<file path="config.mk">
export PLATFORM = sky130hd
export DESIGN_NAME = scancode_to_ascii_key_fifo
export DESIGN_NICKNAME = d
export VERILOG_FILES = /design/src/design/stoa_pkg.sv /design/src/design/stoa_ram.sv /design/src/design/stoa_decode.sv /design/src/design/scancode_to_ascii_key_fifo.sv
export SDC_FILE = /design/constraint.sdc
export NUM_CORES = 2
export LEC_CHECK = 0
export BUFFER_PORTS_ARGS = -buffer_cell sky130_fd_sc_hd__buf_2
export CORE_MARGIN = 2
export CORE_UTILIZATION = 48
export CTS_CLUSTER_DIAMETER = 40
export DETAILED_ROUTE_END_ITERATION = 12
export GPL_ROUTABILITY_DRIVEN = 0
export GPL_TIMING_DRIVEN = 0
export PLACE_DENSITY = 0.63
export SLEW_MARGIN = 10
export SYNTH_ARGS = -nofsm -noshare
export SYNTH_HDL_FRONTEND = slang
export SYNTH_HIERARCHICAL = 1
export SYNTH_SLANG_ARGS = --single-unit
export TNS_END_PERCENT = 100
</file>
<file path="constraint.sdc">
create_clock -name clk -period 24.2 [get_ports clk]
set_clock_uncertainty 0.15 [all_clocks]
set_input_delay 1.21 -clock clk [delete_from_list [all_inputs] [get_ports clk]]
set_output_delay 1.21 -clock clk [all_outputs]
set_load 0.05 [all_outputs]
</file>
<file path="src/design/stoa_pkg.sv">
package stoa_pkg;

	localparam int FIFO_DEPTH_DEF = 256;

	localparam logic       OP_SCAN     = 1'b0;
	localparam logic       OP_READ     = 1'b1;
	localparam logic [7:0] RELEASE_BIT = 8'h80;
	localparam logic [6:0] LSHIFT_CODE = 7'h2A;
	localparam logic [6:0] RSHIFT_CODE = 7'h36;

	typedef logic [6:0] char_t;

	typedef struct packed {
		logic  rd;
		logic  push_req;
		char_t ch;
	} dec_t;

	function automatic char_t plain_map(input logic [6:0] idx);
		char_t r;
		unique case (idx)
			7'h02: r = 7'h31;
			7'h03: r = 7'h32;
			7'h04: r = 7'h33;
			7'h05: r = 7'h34;
			7'h06: r = 7'h35;
			7'h07: r = 7'h36;
			7'h08: r = 7'h37;
			7'h09: r = 7'h38;
			7'h0A: r = 7'h39;
			7'h0B: r = 7'h30;
			7'h0C: r = 7'h2D;
			7'h0D: r = 7'h3D;
			7'h0E: r = 7'h08;
			7'h0F: r = 7'h09;
			7'h10: r = 7'h71;
			7'h11: r = 7'h77;
			7'h12: r = 7'h65;
			7'h13: r = 7'h72;
			7'h14: r = 7'h74;
			7'h15: r = 7'h79;
			7'h16: r = 7'h75;
			7'h17: r = 7'h69;
			7'h18: r = 7'h6F;
			7'h19: r = 7'h70;
			7'h1A: r = 7'h5B;
			7'h1B: r = 7'h5D;
			7'h1C: r = 7'h0A;
			7'h1E: r = 7'h61;
			7'h1F: r = 7'h73;
			7'h20: r = 7'h64;
			7'h21: r = 7'h66;
			7'h22: r = 7'h67;
			7'h23: r = 7'h68;
			7'h24: r = 7'h6A;
			7'h25: r = 7'h6B;
			7'h26: r = 7'h6C;
			7'h27: r = 7'h3B;
			7'h28: r = 7'h27;
			7'h29: r = 7'h60;
			7'h2B: r = 7'h5C;
			7'h2C: r = 7'h7A;
			7'h2D: r = 7'h78;
			7'h2E: r = 7'h63;
			7'h2F: r = 7'h76;
			7'h30: r = 7'h62;
			7'h31: r = 7'h6E;
			7'h32: r = 7'h6D;
			7'h33: r = 7'h2C;
			7'h34: r = 7'h2E;
			7'h35: r = 7'h2F;
			7'h37: r = 7'h2A;
			7'h39: r = 7'h20;
			default: r = 7'h00;
		endcase
		return r;
	endfunction

	function automatic char_t shifted_map(input logic [6:0] idx);
		char_t r;
		unique case (idx)
			7'h02: r = 7'h21;
			7'h03: r = 7'h40;
			7'h04: r = 7'h23;
			7'h05: r = 7'h24;
			7'h06: r = 7'h25;
			7'h07: r = 7'h5E;
			7'h08: r = 7'h26;
			7'h09: r = 7'h2A;
			7'h0A: r = 7'h28;
			7'h0B: r = 7'h29;
			7'h0C: r = 7'h5F;
			7'h0D: r = 7'h2B;
			7'h0E: r = 7'h08;
			7'h0F: r = 7'h09;
			7'h10: r = 7'h51;
			7'h11: r = 7'h57;
			7'h12: r = 7'h45;
			7'h13: r = 7'h52;
			7'h14: r = 7'h54;
			7'h15: r = 7'h59;
			7'h16: r = 7'h55;
			7'h17: r = 7'h49;
			7'h18: r = 7'h4F;
			7'h19: r = 7'h50;
			7'h1A: r = 7'h7B;
			7'h1B: r = 7'h7D;
			7'h1C: r = 7'h0A;
			7'h1E: r = 7'h41;
			7'h1F: r = 7'h53;
			7'h20: r = 7'h44;
			7'h21: r = 7'h46;
			7'h22: r = 7'h47;
			7'h23: r = 7'h48;
			7'h24: r = 7'h4A;
			7'h25: r = 7'h4B;
			7'h26: r = 7'h4C;
			7'h27: r = 7'h3A;
			7'h28: r = 7'h22;
			7'h29: r = 7'h7E;
			7'h2B: r = 7'h7C;
			7'h2C: r = 7'h5A;
			7'h2D: r = 7'h58;
			7'h2E: r = 7'h43;
			7'h2F: r = 7'h56;
			7'h30: r = 7'h42;
			7'h31: r = 7'h4E;
			7'h32: r = 7'h4D;
			7'h33: r = 7'h3C;
			7'h34: r = 7'h3E;
			7'h35: r = 7'h3F;
			7'h37: r = 7'h2A;
			7'h39: r = 7'h20;
			default: r = 7'h00;
		endcase
		return r;
	endfunction

endpackage

</file>
<file path="src/design/stoa_ram.sv">
module stoa_ram #(
	parameter int WIDTH = 7,
	parameter int DEPTH = 256
) (
	input  logic                     clk,
	input  logic                     we,
	input  logic [$clog2(DEPTH)-1:0] waddr,
	input  logic [WIDTH-1:0]         wdata,
	input  logic                     re,
	input  logic [$clog2(DEPTH)-1:0] raddr,
	output logic [WIDTH-1:0]         rdata
);

	logic [WIDTH-1:0] mem [DEPTH];

	always_ff @(posedge clk) begin
		if (we) begin
			mem[waddr] <= wdata;
		end
	end

	always_ff @(posedge clk) begin
		if (re) begin
			rdata <= mem[raddr];
		end
	end

endmodule

</file>
<file path="src/design/stoa_decode.sv">
module stoa_decode (
	input  logic          clk,
	input  logic          arst_n,
	input  logic          xfer,
	input  logic          op,
	input  logic [7:0]    scancode,
	output stoa_pkg::dec_t dec
);

	import stoa_pkg::*;

	logic       shift_held_q;
	logic [6:0] key;
	logic       is_shift;
	logic       is_release;
	char_t      t;

	assign key        = scancode[6:0];
	assign is_shift   = (key == LSHIFT_CODE) || (key == RSHIFT_CODE);
	assign is_release = (scancode & RELEASE_BIT) != 8'h00;
	assign t          = shift_held_q ? shifted_map(key) : plain_map(key);

	always_comb begin
		dec.rd       = (op == OP_READ);
		dec.push_req = (op == OP_SCAN) && !is_release && !is_shift && (t != 7'h00);
		dec.ch       = t;
	end

	always_ff @(posedge clk or negedge arst_n) begin
		if (!arst_n) begin
			shift_held_q <= 1'b0;
		end else if (xfer && op == OP_SCAN && is_shift) begin
			shift_held_q <= !is_release;
		end
	end

endmodule

</file>
<file path="src/design/scancode_to_ascii_key_fifo.sv">
// Channel | Handshake            | Payload
// input   | in_valid / in_ready   | op, scancode
// output  | out_valid / out_ready | character, dropped
//
// One item per cycle sustained while the output is not stalled; a result passes the key store
// read stage, then the output register, before it is presented and can leave.
// The key store RAM is read at the read pointer in the transfer cycle; the pop data
// lands in the output register when the read stage advances.
// Reset clears pointers, shift flag and valid bits; the key store is not cleared.
// A stalled output holds the read stage; in_ready drops only when both stages are full.
module scancode_to_ascii_key_fifo #(
	parameter int FIFO_DEPTH = stoa_pkg::FIFO_DEPTH_DEF
) (
	input  logic       clk,
	input  logic       arst_n,
	input  logic       in_valid,
	output logic       in_ready,
	input  logic       op,
	input  logic [7:0] scancode,
	output logic       out_valid,
	input  logic       out_ready,
	output logic [6:0] character,
	output logic       dropped
);

	import stoa_pkg::*;

	localparam int AW = $clog2(FIFO_DEPTH);

	logic          xfer;
	dec_t          dec;
	logic [AW-1:0] wp_q;
	logic [AW-1:0] rp_q;
	logic [AW-1:0] wp_nxt;
	logic [AW-1:0] rp_nxt;
	logic          empty;
	logic          full;
	logic          push;
	logic          pop;
	logic          drop;
	char_t         rdata;
	logic          valid_s1;
	logic          pop_s1;
	logic          drop_s1;
	logic          adv_s1;
	logic          out_valid_q;
	char_t         character_q;
	logic          dropped_q;

	assign adv_s1   = !out_valid_q || out_ready;
	assign in_ready = !valid_s1 || adv_s1;
	assign xfer     = in_valid && in_ready;

	stoa_decode u_decode (
		.clk      (clk),
		.arst_n   (arst_n),
		.xfer     (xfer),
		.op       (op),
		.scancode (scancode),
		.dec      (dec)
	);

	assign wp_nxt = (wp_q == AW'(FIFO_DEPTH - 1)) ? '0 : wp_q + 1'b1;
	assign rp_nxt = (rp_q == AW'(FIFO_DEPTH - 1)) ? '0 : rp_q + 1'b1;
	assign empty  = (rp_q == wp_q);
	assign full   = (wp_nxt == rp_q);
	assign pop    = xfer && dec.rd && !empty;
	assign push   = xfer && dec.push_req && !full;
	assign drop   = xfer && dec.push_req && full;

	stoa_ram #(
		.WIDTH ($bits(char_t)),
		.DEPTH (FIFO_DEPTH)
	) u_ram (
		.clk   (clk),
		.we    (push),
		.waddr (wp_q),
		.wdata (dec.ch),
		.re    (pop),
		.raddr (rp_q),
		.rdata (rdata)
	);

	always_ff @(posedge clk or negedge arst_n) begin
		if (!arst_n) begin
			wp_q <= '0;
			rp_q <= '0;
		end else begin
			if (push) begin
				wp_q <= wp_nxt;
			end
			if (pop) begin
				rp_q <= rp_nxt;
			end
		end
	end

	always_ff @(posedge clk or negedge arst_n) begin
		if (!arst_n) begin
			valid_s1 <= 1'b0;
			pop_s1   <= 1'b0;
			drop_s1  <= 1'b0;
		end else if (in_ready) begin
			valid_s1 <= xfer;
			pop_s1   <= pop;
			drop_s1  <= drop;
		end
	end

	always_ff @(posedge clk or negedge arst_n) begin
		if (!arst_n) begin
			out_valid_q <= 1'b0;
		end else if (adv_s1) begin
			out_valid_q <= valid_s1;
		end
	end

	always_ff @(posedge clk) begin
		if (adv_s1 && valid_s1) begin
			character_q <= pop_s1 ? rdata : 7'h00;
			dropped_q   <= drop_s1;
		end
	end

	assign out_valid = out_valid_q;
	assign character = character_q;
	assign dropped   = dropped_q;

`ifndef ASSERT_OFF
	a_stall_full: assert property (@(posedge clk) disable iff (!arst_n)
		!in_ready |-> (valid_s1 && out_valid_q))
		else $error("input stalled with a free stage");

	a_pop_nonzero: assert property (@(posedge clk) disable iff (!arst_n)
		(valid_s1 && pop_s1 && adv_s1) |=> (out_valid_q && character != 7'h00))
		else $error("popped character is zero");

	a_drop_no_pop: assert property (@(posedge clk) disable iff (!arst_n)
		(valid_s1 && drop_s1) |-> !pop_s1)
		else $error("drop and pop on one item");

	a_push_nonempty: assert property (@(posedge clk) disable iff (!arst_n)
		(push && !pop) |=> (rp_q != wp_q))
		else $error("fifo empty after push");
`endif

endmodule

</file>
Yosys cells after proc, flatten, opt, wreduce, memory -nomap -nowiden. Memories as Yosys holds them, arrays and structs flattened. A register that Yosys moved wholly into a read port is not among the register bits. Index checks and enable logic that the tools add are counted.

Register bits: 29. Memories: 3. Output and inout bits: 10. Memory bits (writable): 1792. Input bits: 13. Memory bits (read-only): 896.

Bitwise logic cells: 1. Add/subtract/negate cells: 2. Eq/ne operators: 6. Multiplexer cells: 7. Reductions and logical operators: 22.

Memory list: u_ram.mem (words 256, bits a word 7, rd ports 1, clocked after Yosys merged registers in 1, wr ports 1, RTL line stoa_ram.sv:14) `logic [WIDTH-1:0] mem [DEPTH];`; (no name shown) (words 64, bits a word 7, rd ports 1, clocked after Yosys merged registers in 0, wr ports 0, RTL line stoa_pkg.sv:21) `unique case (idx)`; (no name shown) (words 64, bits a word 7, rd ports 1, clocked after Yosys merged registers in 0, wr ports 0, RTL line stoa_pkg.sv:81) `unique case (idx)`.

Operators with widths (count): two-way mux 7 bit (3); adder 8 x 1 -> 8 bit (second input constant) (2); equality test 8 bit (2); equality test 8 bit (second input constant) (2); two-way mux 8 bit (2); equality test 7 x 6 -> 1 bit (second input constant) (2); logical AND 1 bit (12); nonzero test 7 bit (1); logical NOT 1 bit (6); logical OR 1 bit (3); two-way mux 1 bit (2); inverter 1 bit (1).

Logic depth before layout (Yosys ltp).
Depth after elaboration: 9. Mapped depth: 17. Gate-level depth less buffers: 12.

Modules after synthesis. The synthesis kept the hierarchy.

Modules (own cells, without submodules): stoa_ram (sequential area each 54021.8 um^2, times used 1, cells an instance 3381, area an instance 70267.4 um^2); scancode_to_ascii_key_fifo (sequential area each 740.7 um^2, times used 1, cells an instance 162, area an instance 1759.2 um^2); stoa_decode (sequential area each 25.0 um^2, times used 1, cells an instance 183, area an instance 1363.8 um^2).

Worst setup path after synthesis. Ideal clock, no wire load.

Path kind: input port to flip-flop. From: input scancode[0]. To: memory u_ram.mem[0][3] (data pin). Stages on the path: 7. Path slack: 5.551 ns. Setup time: 2.829 ns. Required time: 21.221 ns. Data arrival time: 15.670 ns. Cell sequence: clkbuf_1 > inv_1 > ha_1 > nor2_1 > o21ai_0 > nor2_1 > nor4_1.

RTL lines: from (decl) (RTL line scancode_to_ascii_key_fifo.sv:19) `input logic [7:0] scancode,`; to (decl) (RTL line stoa_ram.sv:14).

==> reports/metrics.yaml <==
setup_path:
  crit_type: "input pin to flip-flop"
  path_max_fanout: 54
  start_kind: "input pin"
  required_ps: 24520
  crit_end: "u_ram/mem[133][4]$_DFFE_PP_"
  ff2ff_setup_slack_ps: 17380
  worst_ep_arrival_time_ps: 8140
  crit_path_end_kind: "flip-flop"
  rr_startpoint: "u_decode/shift_held_q$_DFFE_PN0P_"
  cp-startpoint: "scancode[0]"
  worstReg2RegEnd: "u_ram/mem[133][4]$_DFFE_PP_"
  r2r_cells: 14
final_layout:
  n_fill_cell: 11410
  syn_to_final_growth_pct: 15.55
  layout.cells.most_common: "edfxtp_1"
  layout_common_cells: "edfxtp_1 (1807), mux4_2 (380), nor2_1 (316)"
  drive_gt1_frac: 0.2495
  fin_util: 0.5583
  num-nets-final: 4090
global_routing:
  grt_pass1_wl_mm: 298.8
  antenna_found_initial: 10
  globalRouteOverflowTotal: 0
  grt_max_degree: 143
  grt_pass1_vias: 39080
  track_usage: 0.2747
synth:
  synth_edf_count: 1807
  postSynth.asyncResetShare: 0.01149
  netlist.area_leader.share: 0.7394
  synth_top_area_cell: "edfxtp_1"
  syn_area_mm2: 0.07339
  synth_nets: 3753
  synth_ff_type: "edfxtp_1"
  ys_ff_latch: 1828
  avgSynthCellArea_um2: 19.70
  synth.area.top_cells: "edfxtp_1 (74%), mux4_2 (12%), mux2i_1 (2.2%)"
  synth_cells: 3726
  yosysSeqAreaShare: 0.7465
  synth_cell_types: 100
  synth_warnings: 6
clock_tree:
  worstSkewPairLatency_ps: 850
  cts_sinks: 1828
  cts_tree: "done"
  clk_pin_slew_worst_paths_ps: 60
  cts_buffer_depth: 3
  cts-root-buf: "clkbuf_16"
  postCtsHoldBufs: 0
  numCtsBuffers: 221
  postCtsSetupBuffers: 0
  h-tree-depth: 4
  ctsResizeCount: 0
detailed_routing:
  detail_route.wl_per_cell_um: 34.02
  drcViolationCount: 0
  dr.pass1.iters: 8
  initialDrtViolationCount: 5868
  vias: 40360
  avgViaCountPerCell: 6.420
  drt_wl_total_mm: 213.9
  antenna_left: 0
floorplanning:
  coreArea_mm2: 0.1519
  rows: 143
  start_util: 0.4831
  ios: 23
  die-area_mm2: 0.1560
  die-height_um: 395.0
  dieWidth_um: 395.0
placement:
  post-dp-hpwl_mm: 148.0
  io_buffer_count: 21
worst_hold_path:
  hold_path.class: "input pin to asynchronous set/reset pin"
power_and_ir_drop:
  irDropWorstVdd_mv: 0.06706
  p_switching_mw: 3.149
  p_per_area_mw_per_mm2: 114.1
  pwr-share-seq: 0.368
  power.internal_mw: 6.525
  combPwrFrac: 0.289
  switching_share: 0.3255
  clkPwrFrac: 0.343
  p_leak_nw: 27.23
  finalPower_mw: 9.674
sta:
  finalSetupTns_ps: 0
  slew_violations: 0
  final.period_utilization: 0.3233
  max_freq_ghz: 0.1278
  fin_crit_ps: 7824
  setup_viol: 0
  maxSlewHeadroom: 0.1032
  tightestPinTransition_ps: 1345
  rsz0062_at_grt: "no"
  finalHoldViolCount: 0
run:
  drv_cap: 0
status:
  outcome: "completed"
## Yosys cell counts (all sizes together) (3+ instances only)
cell type,number
a2111oi,21
a211oi,13
a21o,8
a21oi,65
a221oi,22
a22o,17
a22oi,61
a311oi,3
a31oi,9
and2,16
and3,7
and3b,3
buf,136
clkbuf,98
dfrtp,21
edfxtp,1807
ha,14
inv,18
mux2,8
mux2i,162
mux4,390
nand2,94
nand2b,26
nand3,51
nand3b,3
nand4,14
nor2,318
nor2b,22
nor3,45
nor3b,10
nor4,45
o2111ai,15
o211a,8
o211ai,3
o21ai,32
o221ai,9
o22ai,73
o31ai,4
or2,3
or3,3
xnor2,9
xor2,13
## power groups by stage
stage	clock, mW	sequential [mW]	combinational, mW
2_1_floorplan	0	3.64	1.66
3_3_place_gp	0	3.68	2.69
3_5_place_dp	0	3.62	2.73
4_1_cts	3.36	3.56	2.74
5_1_grt	3.49	3.56	2.86
6_report	3.32	3.56	2.80
## sequential cells by signal, indices dropped and copies added, names as in the netlist
signal / flops
u_decode/shift_held_q: 1
out_valid: 1
pop_s1: 1
u_ram/rdata: 7
dropped: 1
valid_s1: 1
wp_q: 8
character: 7
drop_s1: 1
rp_q: 8
u_ram/mem: 1792
## how the worst min path moves through the flow
| stage | startpoint | to | slack [ps] | depth (start not counted) |
|---|---|---|---|---|
| after floorplan | drop_s1$_DFFE_PN0N_ | dropped$_DFFE_PP_ | 280 | 0 |
| after global placement | drop_s1$_DFFE_PN0N_ | dropped$_DFFE_PP_ | 310 | 0 |
| after detailed placement | drop_s1$_DFFE_PN0N_ | dropped$_DFFE_PP_ | 320 | 0 |
| after CTS | arst_n | wp_q[0]$_DFFE_PN0P_ | 150 | 1 |
| after global routing | arst_n | wp_q[0]$_DFFE_PN0P_ | 190 | 1 |
| final | arst_n | wp_q[0]$_DFFE_PN0P_ | 170 | 1 |
## logic make-up after synthesis
group,count (synthesis),share of synthesized area
compound gates,380,0.03889
xor+xnor,22,0.002626
fa+ha+maj,14,0.002387
buf+inv,252,0.02312
flops,1828,0.7465
mux,560,0.1436
simple gates,670,0.04284
## critical path: stages
cell       delay (ps)
buf_2             130
clkbuf_1          420
inv_1             250
ha_1              460
nor2_1            110
a2111oi_0         500
o211a_4           620
buf_12            300
nor4_1            100
a31oi_1           310
nand2_1           280
a21oi_4           390
clkbuf_1          400
clkbuf_1          410
nand3_1           600
clkbuf_2          710
nor2_1            900
## layout make-up
| cell class | count | area [µm²] | area share |
|---|---|---|---|
| multi-input cells | 1646 | 16960 | 0.2000 |
| well taps | 2030 | 2540 | 0.02995 |
| clock inverters | 163 | 1837 | 0.02166 |
| flip-flops and latches | 1828 | 54790 | 0.6461 |
| plain buffers | 234 | 1649 | 0.01945 |
| inverters | 18 | 75.07 | 0.0008853 |
| diodes | 5 | 12.51 | 0.0001475 |
| repair buffers | 114 | 1280 | 0.01509 |
| clock buffers | 249 | 5657 | 0.06671 |
## per-layer routing
| metal | global-route usage | vias to the layer above | share of wire |
|---|---|---|---|
| met5 | 0 | - | 0.00013 |
| met1 | 0.3833 | 21150 | 0.38 |
| met4 | 0.1120 | 4 | 0.044 |
| met2 | 0.4134 | 2638 | 0.46 |
| li1 | - | 16110 | - |
| met3 | 0.07283 | 460 | 0.12 |
## metrics by stage
| step | setup WS, ps | cell area, µm² | std cells | hold slack [ps] |
|---|---|---|---|---|
| finish | 16380 | 84800 | 6287 | 168.8 |
| global route | 16200 | 84790 | 6282 | 191.9 |
| CTS | 16610 | 84780 | 6282 | 150.5 |
| detailed placement | 15730 | 77290 | 5870 | 319.1 |
| global placement | -12940 | 76040 | 5777 | 305.4 |
| floorplan | 5551 | 73390 | 3726 | 275.3 |
No activity file was read; power rests on OpenSTA's default activity.
